**src/brq_pkg.sv**
```systemverilog
// Shared types and constants of the bounded ring queue.
`timescale 1ns / 1ps
package brq_pkg;

    localparam int CNT_W = 5;
    localparam int CMD_W = 2;

    localparam logic [CMD_W-1:0] CMD_APPEND   = 2'd0;
    localparam logic [CMD_W-1:0] CMD_POP_HEAD = 2'd1;
    localparam logic [CMD_W-1:0] CMD_POP_TAIL = 2'd2;
    localparam logic [CMD_W-1:0] CMD_CLEAR    = 2'd3;

    localparam logic [CNT_W-1:0] CAP_RESET = 5'd16;

    // Controller to datapath strobes
    typedef struct packed {
        logic accept;    // latch the input beat
        logic exec;      // run the command on the queue
        logic load_out;  // move the result into the output register
        logic cfg_wr;    // take the capacity write
    } brq_ctrl_t;

endpackage

```
**src/brq_ctrl.sv**
```systemverilog
// Command sequencer: accept, execute, write back into the output register.
`timescale 1ns / 1ps
module brq_ctrl
    import brq_pkg::*;
(
    input  logic      clk,
    input  logic      rst_n,
    input  logic      in_valid,
    output logic      in_ready,
    output logic      out_valid,
    input  logic      out_ready,
    input  logic      cfg_valid,
    output logic      cfg_ready,
    output brq_ctrl_t ctrl
);

    localparam logic [1:0] ST_IDLE = 2'd0;
    localparam logic [1:0] ST_EXEC = 2'd1;
    localparam logic [1:0] ST_WB   = 2'd2;

    logic [1:0] state_reg;
    logic [1:0] state_next;
    logic       out_valid_reg;
    logic       out_valid_next;
    logic       load;

    assign in_ready  = (state_reg == ST_IDLE);
    assign cfg_ready = (state_reg == ST_IDLE);
    assign out_valid = out_valid_reg;

    // Output register is free when empty or being drained this cycle
    assign load = (state_reg == ST_WB) && (!out_valid_reg || out_ready);

    assign ctrl.accept   = in_valid && in_ready;
    assign ctrl.exec     = (state_reg == ST_EXEC);
    assign ctrl.load_out = load;
    assign ctrl.cfg_wr   = cfg_valid && cfg_ready;

    always_comb
    begin
        state_next = state_reg;
        unique case (state_reg)
            ST_IDLE:
            begin
                if (in_valid)
                begin
                    state_next = ST_EXEC;
                end
            end
            ST_EXEC:
            begin
                state_next = ST_WB;
            end
            ST_WB:
            begin
                if (load)
                begin
                    state_next = ST_IDLE;
                end
            end
            default:
            begin
                state_next = ST_IDLE;
            end
        endcase
    end

    always_comb
    begin
        if (load)
        begin
            out_valid_next = 1'b1;
        end
        else if (out_ready)
        begin
            out_valid_next = 1'b0;
        end
        else
        begin
            out_valid_next = out_valid_reg;
        end
    end

    always_ff @(posedge clk or negedge rst_n)
    begin
        if (!rst_n)
        begin
            state_reg     <= ST_IDLE;
            out_valid_reg <= 1'b0;
        end
        else
        begin
            state_reg     <= state_next;
            out_valid_reg <= out_valid_next;
        end
    end

endmodule

```
**src/brq_datapath.sv**
```systemverilog
// Queue storage, pointers, held count, capacity and result register.
`timescale 1ns / 1ps
module brq_datapath
    import brq_pkg::*;
#(
    parameter int DEPTH      = 16,
    parameter int VALUE_BITS = 32
)
(
    input  logic                         clk,
    input  logic                         rst_n,
    input  brq_ctrl_t                    ctrl,
    input  logic [CMD_W-1:0]             command,
    input  logic signed [VALUE_BITS-1:0] value,
    input  logic [CNT_W-1:0]             cfg_data,
    output logic                         ok,
    output logic [CNT_W-1:0]             count,
    output logic signed [VALUE_BITS-1:0] popped_value
);

    localparam int IDX_W = (DEPTH > 1) ? $clog2(DEPTH) : 1;
    localparam int AW    = (IDX_W + 1 > CNT_W) ? IDX_W + 1 : CNT_W;

    logic [VALUE_BITS-1:0] slot_mem [DEPTH];

    logic [CMD_W-1:0]      cmd_reg;
    logic [VALUE_BITS-1:0] value_reg;
    logic [CNT_W-1:0]      capacity_reg;
    logic [IDX_W-1:0]      head_reg;
    logic [IDX_W-1:0]      tail_reg;
    logic [CNT_W-1:0]      held_reg;
    logic [VALUE_BITS-1:0] last_popped_reg;
    logic                  ok_reg;
    logic                  pop_hit_reg;
    logic [VALUE_BITS-1:0] rd_data_reg;
    logic                  ok_out_reg;
    logic [CNT_W-1:0]      count_out_reg;
    logic [VALUE_BITS-1:0] popped_out_reg;

    logic [CNT_W-1:0]      cap_eff;
    logic [AW-1:0]         head_inc;
    logic [AW-1:0]         tail_inc;
    logic [IDX_W-1:0]      head_adv;
    logic [IDX_W-1:0]      tail_adv;
    logic [IDX_W-1:0]      tail_prev;
    logic [IDX_W-1:0]      rd_addr;
    logic                  can_push;
    logic                  can_pop;
    logic                  mem_we;

    // Capacity above the storage depth saturates
    assign cap_eff = (AW'(capacity_reg) > AW'(DEPTH)) ? CNT_W'(DEPTH) : capacity_reg;

    assign head_inc  = AW'(head_reg) + AW'(1);
    assign tail_inc  = AW'(tail_reg) + AW'(1);
    assign head_adv  = (head_inc >= AW'(cap_eff)) ? '0 : IDX_W'(head_inc);
    assign tail_adv  = (tail_inc >= AW'(cap_eff)) ? '0 : IDX_W'(tail_inc);
    assign tail_prev = (tail_reg == '0) ? IDX_W'(AW'(cap_eff) - AW'(1))
                                        : tail_reg - IDX_W'(1);

    assign can_push = (held_reg < cap_eff);
    assign can_pop  = (held_reg != '0);
    assign mem_we   = ctrl.exec && (cmd_reg == CMD_APPEND) && can_push;
    assign rd_addr  = (cmd_reg == CMD_POP_TAIL) ? tail_prev : head_reg;

    always_ff @(posedge clk)
    begin
        if (mem_we)
        begin
            slot_mem[tail_reg] <= value_reg;
        end
    end

    // Capture the popped word at execute; hold it through a stalled write back
    always_ff @(posedge clk)
    begin
        if (ctrl.exec)
        begin
            rd_data_reg <= slot_mem[rd_addr];
        end
    end

    // Input beat and result payload
    always_ff @(posedge clk)
    begin
        if (ctrl.accept)
        begin
            cmd_reg   <= command;
            value_reg <= value;
        end
        if (ctrl.load_out)
        begin
            ok_out_reg     <= ok_reg;
            count_out_reg  <= held_reg;
            popped_out_reg <= pop_hit_reg ? rd_data_reg : last_popped_reg;
        end
    end

    always_ff @(posedge clk or negedge rst_n)
    begin
        if (!rst_n)
        begin
            capacity_reg    <= CAP_RESET;
            head_reg        <= '0;
            tail_reg        <= '0;
            held_reg        <= '0;
            last_popped_reg <= '1;
            ok_reg          <= 1'b0;
            pop_hit_reg     <= 1'b0;
        end
        else
        begin
            if (ctrl.cfg_wr)
            begin
                capacity_reg <= cfg_data;
                head_reg     <= '0;
                tail_reg     <= '0;
                held_reg     <= '0;
            end
            if (ctrl.exec)
            begin
                pop_hit_reg <= 1'b0;
                case (cmd_reg)
                    CMD_APPEND:
                    begin
                        ok_reg <= can_push;
                        if (can_push)
                        begin
                            tail_reg <= tail_adv;
                            held_reg <= held_reg + CNT_W'(1);
                        end
                    end
                    CMD_POP_HEAD:
                    begin
                        ok_reg      <= can_pop;
                        pop_hit_reg <= can_pop;
                        if (can_pop)
                        begin
                            head_reg <= head_adv;
                            held_reg <= held_reg - CNT_W'(1);
                        end
                    end
                    CMD_POP_TAIL:
                    begin
                        ok_reg      <= can_pop;
                        pop_hit_reg <= can_pop;
                        if (can_pop)
                        begin
                            tail_reg <= tail_prev;
                            held_reg <= held_reg - CNT_W'(1);
                        end
                    end
                    default:
                    begin
                        ok_reg   <= 1'b1;
                        head_reg <= '0;
                        tail_reg <= '0;
                        held_reg <= '0;
                    end
                endcase
            end
            // Commit the popped word once the read data lands
            if (ctrl.load_out && pop_hit_reg)
            begin
                last_popped_reg <= rd_data_reg;
            end
        end
    end

    assign ok           = ok_out_reg;
    assign count        = count_out_reg;
    assign popped_value = popped_out_reg;

endmodule

```
**src/bounded_ring_queue_two_end_pop.sv**
```systemverilog
// Top level of the bounded ring queue with pop from head or tail.
//
//   channel | signals                            | direction
//   --------+------------------------------------+----------
//   cmd in  | in_valid in_ready command value    | in
//   result  | out_valid out_ready ok count       | out
//           | popped_value                       |
//   config  | cfg_valid cfg_ready cfg_data       | in
//
// Each command passes through accept, execute (one slot memory access and
// pointer update) and write back into the output register.
// A stalled result holds the sequencer in write back; the result register
// frees as soon as out_ready drains it.
// Reset clears pointers and count, sets capacity to 16 at once; slots are not cleared.
// Capacity writes are taken while the sequencer idles and empty the queue.
`timescale 1ns / 1ps
module bounded_ring_queue_two_end_pop
    import brq_pkg::*;
#(
    parameter int DEPTH      = 16,
    parameter int VALUE_BITS = 32
)
(
    input  logic                         clk,
    input  logic                         rst_n,
    input  logic                         in_valid,
    output logic                         in_ready,
    input  logic [CMD_W-1:0]             command,
    input  logic signed [VALUE_BITS-1:0] value,
    output logic                         out_valid,
    input  logic                         out_ready,
    output logic                         ok,
    output logic [CNT_W-1:0]             count,
    output logic signed [VALUE_BITS-1:0] popped_value,
    input  logic                         cfg_valid,
    output logic                         cfg_ready,
    input  logic [CNT_W-1:0]             cfg_data
);

    brq_ctrl_t ctrl;

    brq_ctrl u_ctrl (
        .clk       (clk),
        .rst_n     (rst_n),
        .in_valid  (in_valid),
        .in_ready  (in_ready),
        .out_valid (out_valid),
        .out_ready (out_ready),
        .cfg_valid (cfg_valid),
        .cfg_ready (cfg_ready),
        .ctrl      (ctrl)
    );

    brq_datapath #(
        .DEPTH      (DEPTH),
        .VALUE_BITS (VALUE_BITS)
    ) u_datapath (
        .clk          (clk),
        .rst_n        (rst_n),
        .ctrl         (ctrl),
        .command      (command),
        .value        (value),
        .cfg_data     (cfg_data),
        .ok           (ok),
        .count        (count),
        .popped_value (popped_value)
    );

endmodule

```
**config.mk**
```make
export PLATFORM = sky130hd
export DESIGN_NAME = bounded_ring_queue_two_end_pop
export DESIGN_NICKNAME = d
export VERILOG_FILES = /design/src/brq_pkg.sv /design/src/brq_ctrl.sv /design/src/brq_datapath.sv /design/src/bounded_ring_queue_two_end_pop.sv
export SDC_FILE = /design/constraint.sdc
export NUM_CORES = 1
export LEC_CHECK = 0
export BUFFER_PORTS_ARGS = -buffer_cell sky130_fd_sc_hd__buf_2
export CELL_PAD_IN_SITES_DETAIL_PLACEMENT = 0
export CELL_PAD_IN_SITES_GLOBAL_PLACEMENT = 1
export CORE_ASPECT_RATIO = 0.75
export CORE_MARGIN = 3
export CORE_UTILIZATION = 48
export DETAILED_ROUTE_END_ITERATION = 6
export PLACE_DENSITY_LB_ADDON = 0.3
export SLEW_MARGIN = 30
export SYNTH_ARGS = -nofsm -noshare
export SYNTH_HDL_FRONTEND = slang
export SYNTH_HIERARCHICAL = 1
export SYNTH_SLANG_ARGS = --single-unit
```
**constraint.sdc**
```tcl
create_clock -name clk -period 4.31 [get_ports clk]
set_input_delay 0.2155 -clock clk [delete_from_list [all_inputs] [get_ports clk]]
set_output_delay 0.2155 -clock clk [all_outputs]
set_load 0.005 [all_outputs]
```
==> impl_summary.txt <==
----------------------------------------------------
[Status]
  Run status ... finished, final reports clean

[Synth]
  Post-synthesis compound-gate area fraction ... 8.51%
  Post-synthesis share of cell area spent on and, or, nand and nor gates ... 3.89%
  Number of flip-flops and latches in the synthesized netlist ... 671
  Combinational family with the most area after synthesis ... multiplexers
  Commonest register cell after synthesis ... edfxtp_1
  Share of synthesized cell area in full adder, half adder and majority cells ... 1.17%
  Sequential share of the synthesized area ... 75.5%
  Net count after synthesis ... 1536
  Synth unique cells ... 67
  Share of the synthesized netlist area taken by xor and xnor gates ... 0.199%
  Cells after Synth ... 1469
  Number of flops mapped to enable cells by yosys ... 616
  Share of flip-flops with an asynchronous set or reset after synthesis ... 8.20%
  Yosys warnings ... 6
  Post-Syn Area per Cell ... 18.0 um2
  Area of the mapped netlist ... 26400 um2
  Share of cell area taken by muxes after synthesis ... 8.89%

[Routing]
  Detailed Routing Iterations Pass 1 ... 6
  Via density per instance ... 6.16
  Antenna Violating Nets Remaining ... 0
  Residual DRC ... 0
  Detailed-route wire length ... 64400 um
  Number of DRC markers after the initial detailed-route iteration ... 2018
  Via count ... 14700
  Average wire per cell in the routed design ... 26.9 um

[Pwr]
  Net switching share of the total power ... 29.7%
  Net switching power ... 0.00556 W
  Clock network fraction of design power ... 29.7%
  Ratio of total power to cell area ... 609 nW/um2
  Post-layout power ... 0.0187 W
  Proportion of power drawn by combinational gates ... 25.1%
  Leakage power of the design ... 10.3 nW
  Cell Int Power ... 0.0131 W
  Sequential Power Share ... 45.2%
  Maximum vdd ir drop ... 0.000350 V

[Layout]
  Layout area overhead ... 16.2%
  Largest Register ... u_datapath/slot_mem
  Layout filler cell count ... 4075
  Share of final-layout standard cells stronger than drive strength 1 ... 26.3%
  Number of flip-flops under the largest register name ... 512
  Diodes inserted ... 0
  Non-filler instance count after layout ... 2390
  Final nets ... 1694

[Placement]
  # placed instances ... 2235
  Routability congestion estimate from global placement ... 0.794
  Half-perimeter wire length after detailed placement ... 35500 um
  Count of port buffers added during placement ... 84

[Timing]
  Final-report setup violation count ... 0
  Final-layout setup total negative slack ... 0 ns
  Hold violation total from the final report ... 0
  Fmax achieved ... 0.246 GHz
  Fin crit share ... 94.4%
  Clk_skew ... 0.0171 ns
  RSZ-0062 raised after global routing ... false
  Clock period minus worst slack ... 4.07 ns
  Pin slew with the least headroom to its limit ... 0.975 ns
  Headroom to the max-slew limit ... 34.5%
  Max Slew Vio Count ... 0

[Clock tree]
  CTS Root Cell ... clkbuf_16
  Reg clk slew, reported paths ... 0.07 ns
  Number of levels the H-tree was split into ... 2
  Clock net sink count ... 671
  CTS tree ... yes
  Max Buffers Root-to-Sink ... 3
  CTS Buf Count ... 60
  Worst skew pair latency ... 0.62 ns

[Worst setup path]
  RR Endpoint ... u_datapath/rd_data_reg[27]
  Worst-path fanout max ... 12
  CP Launch Point ... u_datapath/tail_reg[1]
  Critical Path Sink Type ... flip-flop
  Classification of the worst setup path ... flip-flop to flip-flop
  R2r worst-path depth ... 13
  Worst Setup Start Kind ... flip-flop
  Data required time of the critical path ... 4.65 ns
  Critical register-to-register path startpoint ... u_datapath/tail_reg[1]
  Arr. time, crit path ... 4.41 ns
  Reg2reg setup slack ... 0.24 ns
  Capturing instance or port of the critical path ... u_datapath/rd_data_reg[27]

[Global routing]
  Vias in the first global route ... 14700
  First-pass GRT wire length ... 96100 um
  Pin count of the biggest net entering global routing ... 55
  GRT overflow ... 0
  Initial antenna violation count ... 0
  Aggregate global-route resource usage ... 22.2%

[Floorplanning]
  DIE AREA ... 57900 um2
  Boundary Pins ... 85
  CORE AREA ... 53700 um2
  Chip Height ... 209 um
  Die width ... 277 um
  Number of cell rows ... 73
  Initial cell density of the core ... 49.1%

[Hold path]
  Path category of the worst min-delay check ... primary input to flip-flop

[Run]
  Max-Cap Viols ... 0

----------------------------------------------------
-- layout make-up --
class,instances,area (um2),share of cell area (%)
clock inverters,38,432,1.41
well taps,712,891,2.90
repair buffers,185,1510,4.92
inverters,16,60.1,0.196
multi-input cells,693,6240,20.3
clock buffers,75,1620,5.28
flip-flops and latches,671,19900,64.9
-- power by group through the flow --
stage | Sequential, W | Clock [W] | Combinational (W)
after floorplan | 0.00836 | 0 | 0.00315
after global placement | 0.00854 | 0 | 0.00457
after detailed placement | 0.00858 | 0 | 0.00463
after CTS | 0.00844 | 0.00566 | 0.00469
after global routing | 0.00851 | 0.00593 | 0.00508
final | 0.00844 | 0.00555 | 0.00470
-- worst min-delay path by stage --
stage / from / to / slack [ns] / cells after the start
floorplan: rst_n / u_ctrl/out_valid / -0.08 / 0
global placement: rst_n / u_datapath/head_reg[2] / 0.30 / 1
detailed placement: rst_n / u_datapath/head_reg[2] / 0.32 / 1
CTS: cfg_valid / u_datapath/capacity_reg[4] / 0.14 / 4
global route: cfg_valid / u_datapath/capacity_reg[4] / 0.20 / 4
finish: cfg_valid / u_datapath/capacity_reg[4] / 0.19 / 4
-- critical path, stage by stage, from the launching register on --
cell and delay, ns:
dfrtp_1 0.46, inv_1 0.10, ha_1 0.23, nor3b_4 0.38, mux2_4 0.37, inv_2 0.13, ha_1 0.30, nand2_1 0.23
nor3_1 0.08, a211o_1 0.53, buf_4 0.32, a222oi_1 0.40, a21o_1 0.18, a32oi_1 0.06
-- placed cells by master (no fill, tap or decap), drive strengths merged, types with 3 or more instances in the layout --
| cell type | n |
|---|---|
| o21ai | 45 |
| clkbuf | 75 |
| a21oi | 72 |
| a22oi | 5 |
| mux2i | 6 |
| nand2 | 89 |
| a21o | 32 |
| dfstp | 33 |
| clkinvlp | 4 |
| and3 | 34 |
| mux2 | 72 |
| a222oi | 30 |
| o221ai | 4 |
| inv | 18 |
| and2 | 5 |
| dfrtp | 22 |
| dlygate4sd3 | 42 |
| clkinv | 23 |
| nor3b | 3 |
| ha | 23 |
| mux4 | 65 |
| nand3 | 13 |
| nor2b | 7 |
| a22o | 3 |
| a32oi | 30 |
| nor2 | 23 |
| o211ai | 5 |
| a211oi | 34 |
| edfxtp | 616 |
| bufinv | 9 |
| nand2b | 12 |
| buf | 143 |
| xor2 | 4 |
| a211o | 33 |
| nor3 | 8 |
-- repair_timing --
action | CTS | global route
setup buffers | 0 | 0
resized for setup | 0 | 0
endpoints found under the hold margin | 50 | 0
hold buffers | 42 | 0
-- cell families (layout without fill, tap and decap cells) --
group	count (synthesis)	after routing
AND/OR/NAND/NOR	206	206
adder cells (fa/ha/maj)	25	25
XOR/XNOR	6	6
buffers and inverters	105	314
multiplexers	143	143
AO/OA/AOI/OAI	313	313
flip-flops	671	671
-- synthesized netlist by cell type, drive strengths merged (4+ instances only) --
master | number | share of area, %
a21oi | 72 | 1.4
mux2i | 6 | 0.23
dfrtp | 22 | 2.1
edfxtp | 616 | 70
a21o | 32 | 0.91
a211oi | 34 | 0.99
a32oi | 30 | 1.0
and3 | 34 | 0.81
nor2b | 7 | 0.18
clkbuf | 63 | 0.90
ha | 23 | 1.1
a22oi | 5 | 0.14
a222oi | 30 | 1.1
inv | 16 | 0.23
mux2 | 72 | 3.1
nor2 | 23 | 0.34
nand3 | 13 | 0.25
dfstp | 33 | 3.3
a211o | 33 | 1.1
o211ai | 5 | 0.14
nand2 | 89 | 1.3
mux4 | 65 | 5.6
nand2b | 12 | 0.28
o21ai | 45 | 0.85
and2 | 5 | 0.12
o221ai | 4 | 0.13
buf | 26 | 0.76
nor3 | 8 | 0.15
xor2 | 4 | 0.13
-- metal layers --
layer	wire length, um	share of wire, %	GRT usage, %	up-vias
li1	-	-	-	6293
met1	28100	44	33.7	7608
met2	28800	45	33.6	716
met3	6170	9.6	4.23	94
met4	1240	1.9	5.49	0
met5	0	0	0	-
-- metrics by stage --
step                cell area, um2  utilization [%]  setup WS (ns)  hold WS (ns)
finish                       30700             57.1          0.243         0.186
global route                 30700             57.1        0.00687         0.204
CTS                          30700             57.1          0.295         0.138
detailed placement           28200             52.5          0.303         0.318
global placement             28200             52.5          0.457         0.302
floorplan                    26400                -          0.562       -0.0801
(Power assumes the default switching activity.)
